### src/design/hsv2rgb_pkg.sv
// shared types, constants and helpers for the hsv to rgb converter
`default_nettype none

package hsv2rgb_pkg;

  localparam int CH_W = 8;
  localparam int Y_W = 14;
  localparam int RECIP_SHIFT = 21;
  localparam logic [15:0] RECIP_60 = 16'd34953;

  typedef logic [CH_W-1:0] chan_t;

  typedef enum logic [2:0] {
    SEC_RED_YEL = 3'd0,
    SEC_YEL_GRN = 3'd1,
    SEC_GRN_CYN = 3'd2,
    SEC_CYN_BLU = 3'd3,
    SEC_BLU_MAG = 3'd4,
    SEC_MAG_RED = 3'd5,
    SEC_GREY    = 3'd6
  } sector_t;

  // exact floor(y / 60) for y below 2^Y_W, saturated at 255
  function automatic chan_t div60_sat(input logic [Y_W-1:0] y);
    logic [29:0] prod;
    logic [8:0]  quo;
    prod = 30'(y) * 30'(RECIP_60);
    quo  = 9'(prod >> RECIP_SHIFT);
    return (quo > 9'd255) ? 8'd255 : quo[7:0];
  endfunction

endpackage

`default_nettype wire

### src/design/hsv_to_rgb_converter.sv
// hsv to rgb converter, eight-stage pipeline with valid/stall handshake
`default_nettype none

// Converts one hue/saturation/value word per clock, unless stalled, into
// 8-bit red, green and blue. Hue is degrees with HUE_FRAC_BITS fractional
// bits; hue of 360 or more gives grey. Saturation and brightness use
// 2^UNIT_FRAC_BITS for 1.0 and are clamped there. Throughput is one word
// per cycle while out_stall is low. Each stage holds its word only while the
// stage after it is full and stalled, so in_stall follows out_stall through
// the chain of stage valids. The longest stage path is the secondary-channel
// multiply (vs * fraction) in stage four.
module hsv_to_rgb_converter #(
  parameter int HUE_FRAC_BITS  = 6,
  parameter int UNIT_FRAC_BITS = 8
) (
  input  wire logic        clk,
  input  wire logic        rst_n,
  input  wire logic        in_valid,
  output logic             in_stall,
  input  wire logic [14:0] in_hue,
  input  wire logic [8:0]  in_saturation,
  input  wire logic [8:0]  in_brightness,
  output logic             out_valid,
  input  wire logic        out_stall,
  output logic [7:0]       out_red,
  output logic [7:0]       out_green,
  output logic [7:0]       out_blue
);

  localparam int NSTG     = 8;
  localparam int UNIT_ONE = 1 << UNIT_FRAC_BITS;
  localparam int SPAN     = 60 << HUE_FRAC_BITS;
  localparam int HB       = HUE_FRAC_BITS + 6;
  localparam int TW       = (HUE_FRAC_BITS + 9 > 15) ? HUE_FRAC_BITS + 9 : 15;
  localparam int PW       = UNIT_FRAC_BITS + 9;
  localparam int NW       = PW + HB;
  localparam int SH_N     = 2 * UNIT_FRAC_BITS + HUE_FRAC_BITS;
  localparam int YW       = hsv2rgb_pkg::Y_W;

  // stage valids and advance chain
  logic [NSTG-1:0] vld_r;
  logic [NSTG:0]   adv;

  always_comb begin
    adv[NSTG] = !out_stall;
    for (int i = NSTG - 1; i >= 0; i--) begin
      adv[i] = !vld_r[i] || adv[i+1];
    end
  end

  assign in_stall  = !adv[0];
  assign out_valid = vld_r[NSTG-1];

  always_ff @(posedge clk) begin
    if (!rst_n) begin
      vld_r <= '0;
    end else begin
      if (adv[0]) begin
        vld_r[0] <= in_valid;
      end
      for (int i = 1; i < NSTG; i++) begin
        if (adv[i]) begin
          vld_r[i] <= vld_r[i-1];
        end
      end
    end
  end

  // stage 1: clamp, sector search, fraction within sector
  logic [TW-1:0]        hue_w;
  logic [TW-1:0]        base_w;
  logic [8:0]           sat1_nxt, val1_nxt;
  hsv2rgb_pkg::sector_t sec1_nxt;
  logic [HB-1:0]        frac1_nxt;

  always_comb begin
    hue_w    = TW'(in_hue);
    sat1_nxt = (int'(in_saturation) > UNIT_ONE) ? 9'(UNIT_ONE) : in_saturation;
    val1_nxt = (int'(in_brightness) > UNIT_ONE) ? 9'(UNIT_ONE) : in_brightness;
    if (hue_w >= TW'(6 * SPAN)) begin
      sec1_nxt = hsv2rgb_pkg::SEC_GREY;
      base_w   = TW'(6 * SPAN);
    end else if (hue_w >= TW'(5 * SPAN)) begin
      sec1_nxt = hsv2rgb_pkg::SEC_MAG_RED;
      base_w   = TW'(5 * SPAN);
    end else if (hue_w >= TW'(4 * SPAN)) begin
      sec1_nxt = hsv2rgb_pkg::SEC_BLU_MAG;
      base_w   = TW'(4 * SPAN);
    end else if (hue_w >= TW'(3 * SPAN)) begin
      sec1_nxt = hsv2rgb_pkg::SEC_CYN_BLU;
      base_w   = TW'(3 * SPAN);
    end else if (hue_w >= TW'(2 * SPAN)) begin
      sec1_nxt = hsv2rgb_pkg::SEC_GRN_CYN;
      base_w   = TW'(2 * SPAN);
    end else if (hue_w >= TW'(SPAN)) begin
      sec1_nxt = hsv2rgb_pkg::SEC_YEL_GRN;
      base_w   = TW'(SPAN);
    end else begin
      sec1_nxt = hsv2rgb_pkg::SEC_RED_YEL;
      base_w   = '0;
    end
    frac1_nxt = HB'(hue_w - base_w);
  end

  logic [8:0]           sat1_r, val1_r;
  hsv2rgb_pkg::sector_t sec1_r;
  logic [HB-1:0]        frac1_r;

  // stage 2: chroma product and rising/falling fraction
  logic [17:0]   vs_full;
  logic [PW-1:0] vs2_nxt;
  logic [HB-1:0] x2_nxt;
  logic          odd1;

  always_comb begin
    vs_full = {9'd0, sat1_r} * {9'd0, val1_r};
    vs2_nxt = PW'(vs_full);
    odd1    = (sec1_r == hsv2rgb_pkg::SEC_YEL_GRN) ||
              (sec1_r == hsv2rgb_pkg::SEC_CYN_BLU) ||
              (sec1_r == hsv2rgb_pkg::SEC_MAG_RED);
    x2_nxt  = odd1 ? (HB'(SPAN) - frac1_r) : frac1_r;
  end

  logic [PW-1:0]        vs2_r;
  logic [8:0]           val2_r;
  logic [HB-1:0]        x2_r;
  hsv2rgb_pkg::sector_t sec2_r;

  // stage 3: v - c and the full-value (maximum) channel
  logic [PW-1:0]          mdiff3_nxt;
  logic [16:0]            cc_prod;
  hsv2rgb_pkg::chan_t     cc3_nxt;

  always_comb begin
    mdiff3_nxt = (PW'(val2_r) << UNIT_FRAC_BITS) - vs2_r;
    cc_prod    = (17'(val2_r) << 8) - 17'(val2_r);
    cc3_nxt    = 8'(cc_prod >> UNIT_FRAC_BITS);
  end

  logic [PW-1:0]        mdiff3_r, vs3_r;
  logic [HB-1:0]        x3_r;
  hsv2rgb_pkg::chan_t   cc3_r;
  hsv2rgb_pkg::sector_t sec3_r;

  // stage 4: secondary products and the minimum channel, also used for grey
  logic [NW-1:0]      a4_nxt, b4_nxt;
  logic [PW+7:0]      m_prod;
  hsv2rgb_pkg::chan_t mch4_nxt;

  always_comb begin
    a4_nxt   = NW'(vs3_r) * NW'(x3_r);
    b4_nxt   = NW'(mdiff3_r) * NW'(SPAN);
    m_prod   = ((PW+8)'(mdiff3_r) << 8) - (PW+8)'(mdiff3_r);
    mch4_nxt = 8'(m_prod >> (2 * UNIT_FRAC_BITS));
  end

  logic [NW-1:0]        a4_r, b4_r;
  hsv2rgb_pkg::chan_t   cc4_r, mch4_r;
  hsv2rgb_pkg::sector_t sec4_r;

  // stage 5: secondary numerator
  logic [NW-1:0]        n5_r;
  hsv2rgb_pkg::chan_t   cc5_r, mch5_r;
  hsv2rgb_pkg::sector_t sec5_r;

  // stage 6: scale by 255 and drop the power-of-two part of the denominator
  logic [NW+7:0]   n_prod;
  logic [YW-1:0]   y6_nxt;

  always_comb begin
    n_prod = ((NW+8)'(n5_r) << 8) - (NW+8)'(n5_r);
    y6_nxt = YW'(n_prod >> SH_N);
  end

  logic [YW-1:0]        y6_r;
  hsv2rgb_pkg::chan_t   cc6_r, mch6_r;
  hsv2rgb_pkg::sector_t sec6_r;

  // stage 7: divide by 60
  hsv2rgb_pkg::chan_t   sc7_r, cc7_r, mch7_r;
  hsv2rgb_pkg::sector_t sec7_r;

  // stage 8: channel routing
  hsv2rgb_pkg::chan_t red_nxt, green_nxt, blue_nxt;
  hsv2rgb_pkg::chan_t red_r, green_r, blue_r;

  always_comb begin
    red_nxt   = mch7_r;
    green_nxt = mch7_r;
    blue_nxt  = mch7_r;
    unique case (sec7_r)
      hsv2rgb_pkg::SEC_RED_YEL: begin
        red_nxt   = cc7_r;
        green_nxt = sc7_r;
      end
      hsv2rgb_pkg::SEC_YEL_GRN: begin
        red_nxt   = sc7_r;
        green_nxt = cc7_r;
      end
      hsv2rgb_pkg::SEC_GRN_CYN: begin
        green_nxt = cc7_r;
        blue_nxt  = sc7_r;
      end
      hsv2rgb_pkg::SEC_CYN_BLU: begin
        green_nxt = sc7_r;
        blue_nxt  = cc7_r;
      end
      hsv2rgb_pkg::SEC_BLU_MAG: begin
        red_nxt  = sc7_r;
        blue_nxt = cc7_r;
      end
      hsv2rgb_pkg::SEC_MAG_RED: begin
        red_nxt  = cc7_r;
        blue_nxt = sc7_r;
      end
      hsv2rgb_pkg::SEC_GREY: begin
        red_nxt = mch7_r;
      end
      default: begin
        red_nxt = mch7_r;
      end
    endcase
  end

  always_ff @(posedge clk) begin
    if (adv[0]) begin
      sat1_r  <= sat1_nxt;
      val1_r  <= val1_nxt;
      sec1_r  <= sec1_nxt;
      frac1_r <= frac1_nxt;
    end
    if (adv[1]) begin
      vs2_r  <= vs2_nxt;
      val2_r <= val1_r;
      x2_r   <= x2_nxt;
      sec2_r <= sec1_r;
    end
    if (adv[2]) begin
      mdiff3_r <= mdiff3_nxt;
      vs3_r    <= vs2_r;
      x3_r     <= x2_r;
      cc3_r    <= cc3_nxt;
      sec3_r   <= sec2_r;
    end
    if (adv[3]) begin
      a4_r   <= a4_nxt;
      b4_r   <= b4_nxt;
      cc4_r  <= cc3_r;
      mch4_r <= mch4_nxt;
      sec4_r <= sec3_r;
    end
    if (adv[4]) begin
      n5_r   <= a4_r + b4_r;
      cc5_r  <= cc4_r;
      mch5_r <= mch4_r;
      sec5_r <= sec4_r;
    end
    if (adv[5]) begin
      y6_r   <= y6_nxt;
      cc6_r  <= cc5_r;
      mch6_r <= mch5_r;
      sec6_r <= sec5_r;
    end
    if (adv[6]) begin
      sc7_r  <= hsv2rgb_pkg::div60_sat(y6_r);
      cc7_r  <= cc6_r;
      mch7_r <= mch6_r;
      sec7_r <= sec6_r;
    end
    if (adv[7]) begin
      red_r   <= red_nxt;
      green_r <= green_nxt;
      blue_r  <= blue_nxt;
    end
  end

  assign out_red   = red_r;
  assign out_green = green_r;
  assign out_blue  = blue_r;

endmodule

`default_nettype wire
### config.mk
export PLATFORM = sky130hd
export DESIGN_NAME = hsv_to_rgb_converter
export DESIGN_NICKNAME = d
export VERILOG_FILES = /design/src/design/hsv2rgb_pkg.sv /design/src/design/hsv_to_rgb_converter.sv
export SDC_FILE = /design/constraint.sdc
export NUM_CORES = 1
export LEC_CHECK = 0
export BUFFER_PORTS_ARGS = -buffer_cell sky130_fd_sc_hd__buf_2
export CAP_MARGIN = 20
export CORE_ASPECT_RATIO = 0.7
export CORE_MARGIN = 2
export CORE_UTILIZATION = 57
export DETAILED_ROUTE_END_ITERATION = 12
export PLACE_DENSITY = 0.77
export SETUP_SLACK_MARGIN = 0.1
export SLEW_MARGIN = 25
export SYNTH_ARGS = -nofsm -noshare
export SYNTH_HDL_FRONTEND = slang
export SYNTH_SLANG_ARGS = --single-unit
### constraint.sdc
create_clock -name clk -period 6 [get_ports clk]
set_clock_uncertainty 0.2 [all_clocks]
set_input_delay 1.5 -clock clk [delete_from_list [all_inputs] [get_ports clk]]
set_output_delay 1.5 -clock clk [all_outputs]
set_load 0.02 [all_outputs]
==> results of run 1 <==
per-layer routing:
layer | wire, um | part of all wire, %
met5 | 0 | 0
met4 | 960 | 1.8
met3 | 3550 | 6.6
met2 | 24700 | 46
met1 | 24700 | 46
kinds of logic after synthesis:
family / Yosys count
flops: 339
mux: 18
buf+inv: 437
simple gates: 598
compound gates: 329
xor+xnor: 128
fa+ha+maj: 532
synthesized netlist by cell type, types with 3 or more instances:
| master | instances | area, um2 |
|---|---|---|
| sky130_fd_sc_hd__inv_1 | 370 | 1390 |
| sky130_fd_sc_hd__edfxtp_1 | 331 | 9940 |
| sky130_fd_sc_hd__ha_1 | 282 | 3530 |
| sky130_fd_sc_hd__nand2_1 | 253 | 950 |
| sky130_fd_sc_hd__fa_1 | 250 | 5000 |
| sky130_fd_sc_hd__and2_1 | 108 | 676 |
| sky130_fd_sc_hd__xnor2_1 | 103 | 902 |
| sky130_fd_sc_hd__nor2_1 | 97 | 364 |
| sky130_fd_sc_hd__a21oi_1 | 80 | 400 |
| sky130_fd_sc_hd__clkbuf_1 | 63 | 236 |
| sky130_fd_sc_hd__o21ai_0 | 55 | 275 |
| sky130_fd_sc_hd__a21o_1 | 53 | 398 |
| sky130_fd_sc_hd__nor2b_1 | 30 | 188 |
| sky130_fd_sc_hd__nor3_1 | 26 | 130 |
| sky130_fd_sc_hd__xor2_1 | 25 | 219 |
| sky130_fd_sc_hd__nand3_1 | 22 | 110 |
| sky130_fd_sc_hd__o21a_1 | 22 | 165 |
| sky130_fd_sc_hd__mux2i_1 | 18 | 180 |
| sky130_fd_sc_hd__nand2b_1 | 15 | 93.8 |
| sky130_fd_sc_hd__and3_1 | 14 | 87.6 |
| sky130_fd_sc_hd__a211o_1 | 10 | 87.6 |
| sky130_fd_sc_hd__o21bai_1 | 10 | 75.1 |
| sky130_fd_sc_hd__a22oi_1 | 9 | 67.6 |
| sky130_fd_sc_hd__o221ai_1 | 9 | 78.8 |
| sky130_fd_sc_hd__dfxtp_1 | 8 | 160 |
| sky130_fd_sc_hd__o211ai_1 | 8 | 60.1 |
| sky130_fd_sc_hd__o22ai_1 | 8 | 50.1 |
| sky130_fd_sc_hd__a211oi_1 | 7 | 52.6 |
| sky130_fd_sc_hd__nand4_1 | 7 | 43.8 |
| sky130_fd_sc_hd__a31oi_1 | 6 | 37.5 |
| sky130_fd_sc_hd__a41oi_1 | 6 | 52.6 |
| sky130_fd_sc_hd__nor4_1 | 6 | 37.5 |
| sky130_fd_sc_hd__or3_1 | 6 | 37.5 |
| sky130_fd_sc_hd__a31o_2 | 4 | 35.0 |
| sky130_fd_sc_hd__a41o_1 | 4 | 40.0 |
| sky130_fd_sc_hd__o311ai_0 | 4 | 35.0 |
| sky130_fd_sc_hd__o31a_1 | 4 | 35.0 |
| sky130_fd_sc_hd__or2_2 | 4 | 25.0 |
| sky130_fd_sc_hd__a21boi_0 | 3 | 22.5 |
| sky130_fd_sc_hd__nand3b_1 | 3 | 22.5 |
| sky130_fd_sc_hd__o21ai_1 | 3 | 15.0 |
| sky130_fd_sc_hd__o31ai_1 | 3 | 22.5 |
layout make-up:
class / instances / area [um2]
Tap cell: 612 / 766
Inverter: 371 / 1390
Clock inverter: 21 / 223
Sequential cell: 339 / 10100
Clock buffer: 41 / 877
Multi-Input combinational cell: 1605 / 15100
Timing Repair Buffer: 157 / 1100
Fill cell: 3487 / 16800
flip-flops by register name, summed over array words and instances (netlist names), 14 cells and up:
signal and cells:
vs2_r 17, vs3_r 16, a4_r 29, b4_r 21, mdiff3_r 17, y6_r 14
n5_r 29
timing repair:
action                                  4_1_cts  5_1_grt
pin swaps                                     0       25
resized for setup                             0       45
setup buffers                                15       46
endpoints found under the setup margin        7        9
metrics by stage:
step	util [%]	cell area, um2	std cells	hold slack, ps
after floorplan	-	26600	2381	200
after global placement	59.8	27700	3022	203
after detailed placement	59.8	27700	3022	205
after CTS	62.5	29000	3099	207
after global routing	63.8	29500	3146	211
final	63.8	29500	3146	207
layout by cell type, fill, tap and decap left out, drive strengths merged, types with 15 or more instances in the layout:
master / synthesis / routed
fa: 250 / 250
nor2: 97 / 97
o21ai: 58 / 58
clkbuf: 63 / 42
a21o: 53 / 53
nor2b: 30 / 30
nand3: 22 / 22
o21a: 23 / 23
clkinv: 1 / 15
nor3: 27 / 27
edfxtp: 331 / 331
xnor2: 103 / 103
xor2: 25 / 25
mux2i: 18 / 18
ha: 282 / 282
a21oi: 82 / 82
buf: 3 / 156
nand2b: 15 / 15
inv: 370 / 370
nand2: 253 / 253
and2: 108 / 108
worst max-delay path, stage by stage (launching register included):
cell and delay (ps):
sky130_fd_sc_hd__edfxtp_1 500, sky130_fd_sc_hd__buf_4 200, sky130_fd_sc_hd__and2_1 150, sky130_fd_sc_hd__fa_1 580, sky130_fd_sc_hd__fa_1 460, sky130_fd_sc_hd__fa_1 530, sky130_fd_sc_hd__fa_1 560, sky130_fd_sc_hd__inv_1 60
sky130_fd_sc_hd__fa_1 530, sky130_fd_sc_hd__inv_1 50, sky130_fd_sc_hd__ha_1 340, sky130_fd_sc_hd__and3_1 190, sky130_fd_sc_hd__and3_1 190, sky130_fd_sc_hd__a21o_1 220, sky130_fd_sc_hd__o221ai_4 220, sky130_fd_sc_hd__o211ai_1 160
sky130_fd_sc_hd__a21o_1 180, sky130_fd_sc_hd__a21oi_1 230, sky130_fd_sc_hd__xnor2_1 100
worst max-delay path by stage:
stage                     depth (start not counted)  slack [ps]        to  startpoint
after floorplan                                  20         150  a4_r[27]     x3_r[5]
after CTS                                        19          90  a4_r[26]   vs3_r[11]
after global routing                             18         -10  a4_r[25]     x3_r[9]
final                                            18          90  a4_r[25]     x3_r[9]
after detailed placement                         19          60  a4_r[26]     x3_r[7]
after global placement                           19         150  a4_r[27]     x3_r[8]
==> PnR_summary.wiki, run 1 <==
{| class="wikitable"
! Metric !! Value
|-
| Outcome || finished, final reports clean
|-
| Number of H-tree levels || 2
|-
| Count of different cell masters after synthesis || 66
|-
| Clock tree from TritonCTS || built
|-
| Die Y || 185 um
|-
| Clock root buffer || sky130_fd_sc_hd__clkbuf_16
|-
| Synthesized Nets || 2,950
|-
| Post-route worst setup slack || 88.8 ps
|-
| Max-Slew Margin vs Limit || 30.9%
|-
| Launching element type of the critical path || flip-flop
|-
| Basic-gate share of the synthesized area counting and, or, nand and nor cells || 10.7%
|-
| Width of the chip || 262 um
|-
| Total count of hold-check failures in the final report || 0
|-
| Total DRC errors in the routed layout || 0
|-
| N_diodes || 0
|-
| Overall fraction of global-route tracks in use || 22.4%
|-
| # port buffers || 62
|-
| Post-route fraction of the period consumed by the critical path || 98.5%
|-
| Share of the synthesized area in compound gates (AO/OA/AOI/OAI) || 8.33%
|-
| Netlist Area Pre-Place || 26,600 um2
|-
| Reg-to-Reg End || a4_r[25]
|-
| Net total in the final layout || 3,077
|-
| Via count of the first global-routing pass || 17,719
|-
| Adder-cell share of the synthesized area || 32.0%
|-
| DP HPWL || 41,500 um
|-
| Total Routed Length || 53,900 um
|-
| Beginning of the worst register-to-register path || x3_r[9]
|-
| Highest attainable clock frequency || 169 MHz
|-
| Worst r2r path cells || 18
|-
| Synthesized-area fraction occupied by xor and xnor cells || 4.21%
|-
| Required time of the worst setup path || 6080 ps
|-
| Synth Instances || 2,381
|-
| Max Root-Sink Buffers || 3
|-
| FFs w/ async S/R, synth || 0%
|-
| Part of the Yosys area used for sequential elements || 37.9%
|-
| Portion of netlist area occupied by mux cells || 0.676%
|-
| Number of core rows || 66
|-
| Post-cts hold buffer count || 0
|-
| Maximum capacitance violations || 0
|-
| Via-to-Cell Ratio || 5.57
|-
| Final min period || 5910 ps
|-
| Met1 capacity usage during global routing || 31.9%
|-
| Top FF cell, synth || sky130_fd_sc_hd__edfxtp_1
|-
| Starting Density || 57.5%
|-
| Grt peak-use layer || met2
|-
| Initial antenna violation count || 0
|-
| Synthesized area divided by synthesized cell count || 11.2 um2
|-
| Final setup violation count || 0
|-
| Fraction of layout cells with a size suffix above 1 || 10.3%
|-
| Hold path endpoint || sec7_r[0]
|-
| Worst setup slack before clock tree synthesis || 55.3 ps
|-
| Gp weighted congestion || 0.901
|-
| Max Transition Viols Final || 0
|-
| Residual antenna-violating net count after detailed routing || 0
|-
| Clock latency reported for the late side of the worst-skew pair || 550 ps
|-
| Critical path capture point type || flip-flop
|-
| Fraction of met3 tracks used by global routing || 4.01%
|-
| First-pass detailed-route iteration total || 8
|-
| Maximum fanout along the worst path || 6
|-
| Vias post-DR || 17,513
|-
| Global-route wire length before repair || 88,200 um
|-
| Area growth from synthesis to layout || 10.9%
|-
| Worst endpoint data arrival time || 5990 ps
|-
| Num Clock Sinks || 339
|-
| Synth Register Bits || 339
|-
| Startpoint of the tightest hold check path || sec6_r[0]
|-
| Number of warning messages in the yosys log || 0
|-
| Type of the most critical hold path || flip-flop to flip-flop
|-
| Number of I/O pins || 63
|-
| Routed wire length per instance || 17.1 um
|-
| Number of DRC markers after the initial detailed-route iteration || 1,261
|-
| Type of the worst setup path || flip-flop to flip-flop
|-
| Worst Hold Path Cells || 0
|-
| Count of flip-flops with a built-in enable after synthesis || 331
|-
| Met2 demand-to-capacity share in global routing || 36.3%
|-
| Total CTS buffers || 34
|-
| Reg-to-reg setup timing slack || 90 ps
|-
| Maximum number of pins on one net before global-route repair || 49
|-
| Main combinational cell family by area after synthesis || adder cells
|-
| Actual slew at the worst max-slew pin || 1030 ps
|-
| GR Overflow Total || 0
|-
| Clock transition time at the flip-flop clock pins of the worst setup and hold paths || 60 ps
|-
| Die area || 48,500 um2
|-
| Core region area || 46,300 um2
|-
| Sum of negative setup slack || 0 ps
|}
Power of run 1 is left out: the tool's default activity adds up to more than one toggle a clock period on the data nets, which glitch-free logic cannot reach.
==> inputs of run 2 (changes only) <==
--- a/config.mk
+++ b/config.mk
@@ -5,13 +5,14 @@
 export SDC_FILE = /design/constraint.sdc
 export NUM_CORES = 1
 export LEC_CHECK = 0
+export ABC_AREA = 1
 export BUFFER_PORTS_ARGS = -buffer_cell sky130_fd_sc_hd__buf_2
 export CAP_MARGIN = 20
 export CORE_ASPECT_RATIO = 0.7
 export CORE_MARGIN = 2
 export CORE_UTILIZATION = 57
 export DETAILED_ROUTE_END_ITERATION = 12
-export PLACE_DENSITY = 0.77
+export PLACE_DENSITY = 0.76
 export SETUP_SLACK_MARGIN = 0.1
 export SLEW_MARGIN = 25
 export SYNTH_ARGS = -nofsm -noshare
==> PnR_summary.wiki, run 2 <==
{| class="wikitable"
! Metric !! Value
|-
| Outcome || finished, final reports clean
|-
| Clock tree from TritonCTS || built
|-
| Most frequent cells in the layout || sky130_fd_sc_hd__nand2_1, sky130_fd_sc_hd__inv_1, sky130_fd_sc_hd__edfxtp_1
|-
| Critical path's slowest cell || sky130_fd_sc_hd__edfxtp_1
|-
| Via count of the first global-routing pass || 21,998
|-
| Area growth from synthesis to layout || 7.20%
|-
| Total CTS buffers || 35
|-
| Type of the worst setup path || flip-flop to flip-flop
|-
| Via-to-Cell Ratio || 5.36
|-
| Amount of wire on met2 after detailed routing || 27,700 um
|-
| Most common library cell in the layout ignoring fill and taps || sky130_fd_sc_hd__nand2_1
|-
| Startpoint of the tightest hold check path || cc5_r[1]
|-
| Number of I/O pins || 63
|-
| Hold path endpoint || cc6_r[1]
|-
| Final min period || 5460 ps
|-
| FFs w/ async S/R, synth || 0%
|-
| Top layer reached by signal wires || met5
|-
| Clock transition time at the flip-flop clock pins of the worst setup and hold paths || 70 ps
|-
| M1 WL || 31,500 um
|-
| Overall fraction of global-route tracks in use || 25.1%
|-
| DP HPWL || 53,700 um
|-
| Synthesized Nets || 4,040
|-
| Main combinational cell family by area after synthesis || adder cells
|-
| Post-cts hold buffer count || 0
|-
| Synth Instances || 3,471
|-
| Combined buffer and inverter count along the critical path || 3
|-
| Beginning of the worst register-to-register path || x3_r[7]
|-
| Worst endpoint data arrival time || 5540 ps
|-
| Net total in the final layout || 4,084
|-
| Netlist Area Pre-Place || 30,000 um2
|-
| Num Clock Sinks || 339
|-
| Number of core rows || 70
|-
| Reg-to-Reg End || a4_r[27]
|-
| Critical path's largest stage delay || 770 ps
|-
| Unrepaired setup endpoints after global routing || false
|-
| Fraction of synthesized cell area taken by the top area cell type || 33.1%
|-
| Max Root-Sink Buffers || 3
|-
| Worst r2r path cells || 17
|-
| Global-route wire length before repair || 111,000 um
|-
| Routed wire length per instance || 15.8 um
|-
| Number of warning messages in the yosys log || 0
|-
| Vias post-DR || 22,658
|-
| Count of different cell masters after synthesis || 46
|-
| Max Transition Viols Final || 0
|-
| Sum of negative setup slack || 0 ps
|-
| Top cells by count, synth || sky130_fd_sc_hd__nand2_1, sky130_fd_sc_hd__inv_1, sky130_fd_sc_hd__edfxtp_1, sky130_fd_sc_hd__ha_1, sky130_fd_sc_hd__fa_1
|-
| Number of buffers added for setup after CTS || 0
|-
| Required time of the worst setup path || 6080 ps
|-
| Cell taking the most area after synthesis || sky130_fd_sc_hd__edfxtp_1
|-
| Maximum fanout along the worst path || 17
|-
| Die area || 54,600 um2
|-
| Number of DRC markers after the initial detailed-route iteration || 2,092
|-
| Top FF cell, synth || sky130_fd_sc_hd__edfxtp_1
|-
| Actual slew at the worst max-slew pin || 932 ps
|-
| Count of flip-flops with a built-in enable after synthesis || 331
|-
| Fillcell total || 4,424
|-
| Worst path cell trace || nand2_1, fa_1, inv_1, fa_1, fa_1, fa_1, inv_1, fa_1, inv_1, ha_1, nand2_1, nor2_1, nand2_1, nor2_1, nand2_1, nand4_1, nand2_1
|-
| Core region area || 52,100 um2
|-
| Gp weighted congestion || 0.933
|-
| Portion of netlist area occupied by mux cells || 0%
|-
| Biggest area contributors in the synthesized netlist || sky130_fd_sc_hd__edfxtp_1, sky130_fd_sc_hd__fa_1, sky130_fd_sc_hd__ha_1, sky130_fd_sc_hd__nand2_1, sky130_fd_sc_hd__inv_1
|-
| Post-route fraction of the period consumed by the critical path || 91.1%
|-
| Max-Slew Margin vs Limit || 37.8%
|-
| Maximum number of pins on one net before global-route repair || 58
|-
| Type of the most critical hold path || flip-flop to flip-flop
|-
| Highest attainable clock frequency || 183 MHz
|-
| # port buffers || 62
|-
| Total count of hold-check failures in the final report || 0
|-
| Maximum capacitance violations || 0
|-
| Share of the synthesized area in compound gates (AO/OA/AOI/OAI) || 5.72%
|-
| Synth Register Bits || 339
|-
| Largest registers in the final layout || a4_r (29), n5_r (29), b4_r (21)
|-
| Total Routed Length || 66,600 um
|-
| Residual antenna-violating net count after detailed routing || 0
|-
| First-pass detailed-route iteration total || 6
|-
| Fraction of layout cells with a size suffix above 1 || 5.20%
|-
| Basic-gate share of the synthesized area counting and, or, nand and nor cells || 19.3%
|-
| Clock latency reported for the late side of the worst-skew pair || 540 ps
|-
| Number of H-tree levels || 2
|-
| Detail Route met3 WL || 6070 um
|-
| Adder-cell share of the synthesized area || 28.4%
|-
| Die Y || 196 um
|-
| Reg-to-reg setup timing slack || 540 ps
|-
| Cell family contributing the most delay on the critical path || adder cells
|-
| Synthesized-area fraction occupied by xor and xnor cells || 2.62%
|-
| Launching element type of the critical path || flip-flop
|-
| GR Overflow Total || 0
|-
| Number of gates given a new drive strength after cts || 0
|-
| Worst Hold Path Cells || 0
|-
| Part of the Yosys area used for sequential elements || 33.6%
|-
| Synthesized area divided by synthesized cell count || 8.65 um2
|-
| Initial antenna violation count || 2
|-
| Width of the chip || 278 um
|-
| Critical path capture point type || flip-flop
|-
| Starting Density || 57.6%
|-
| Launch point of the worst path || x3_r[7]
|-
| Total DRC errors in the routed layout || 0
|-
| Most instantiated library cell after synthesis || sky130_fd_sc_hd__nand2_1
|-
| Clock root buffer || sky130_fd_sc_hd__clkbuf_16
|-
| Final setup violation count || 0
|}
-- run 2: cell types whose count changed after synthesis, sizes merged, moves of 82 or more --
cell / delta
and2: -103
inv: +383
nand2: +673
nand3: +107
nor2: +119
xnor2: -82
-- run 2: worst max path at each step --
stage	to	slack [ps]	cells past startpoint
after floorplan	in_stall	430	6
after global placement	a4_r[22]	700	18
after detailed placement	a4_r[21]	580	16
after CTS	a4_r[21]	560	18
after global routing	a4_r[27]	230	17
final	a4_r[27]	540	17
-- run 2: stage by stage --
stage                     util, %  hold WS [ps]  std cells  setup slack [ps]  instance area, um2
after floorplan                 -           200       3471               431               30000
after global placement       59.6           201       4162               699               31000
after detailed placement     59.6           205       4162               576               31000
after CTS                    61.8           218       4225               561               32200
after global routing         61.8           223       4225               226               32200
final                        61.8           211       4226               535               32200
-- run 2: layout make-up --
class,instances,area (um2),area share (%)
multi-input cells,2313,16900,52.4
repair buffers,73,393,1.22
inverters,753,2830,8.78
flip-flops and latches,339,10100,31.4
well taps,684,856,2.66
diodes,1,2.50,0.00777
clock inverters,18,175,0.544
clock buffers,45,976,3.03
-- run 2: cells by family (layout without fill, tap and decap cells) --
kind of cell | count (synthesis) | after routing
and+or+nand+nor | 1392 | 1392
buffers and inverters | 819 | 889
adders and majority gates | 532 | 532
DFF | 339 | 339
AOI/OAI and AO/OA | 300 | 300
xor gates and xnor gates | 89 | 89
other | 0 | 1
-- run 2: metal layers --
| layer | track usage (%) | up-vias |
|---|---|---|
| met5 | 0 | - |
| met4 | 5.23 | 2 |
| met3 | 5.51 | 103 |
| met2 | 36.8 | 842 |
| met1 | 38.4 | 10660 |
| li1 | - | 11051 |
Power of run 2 is left out for the same reason.
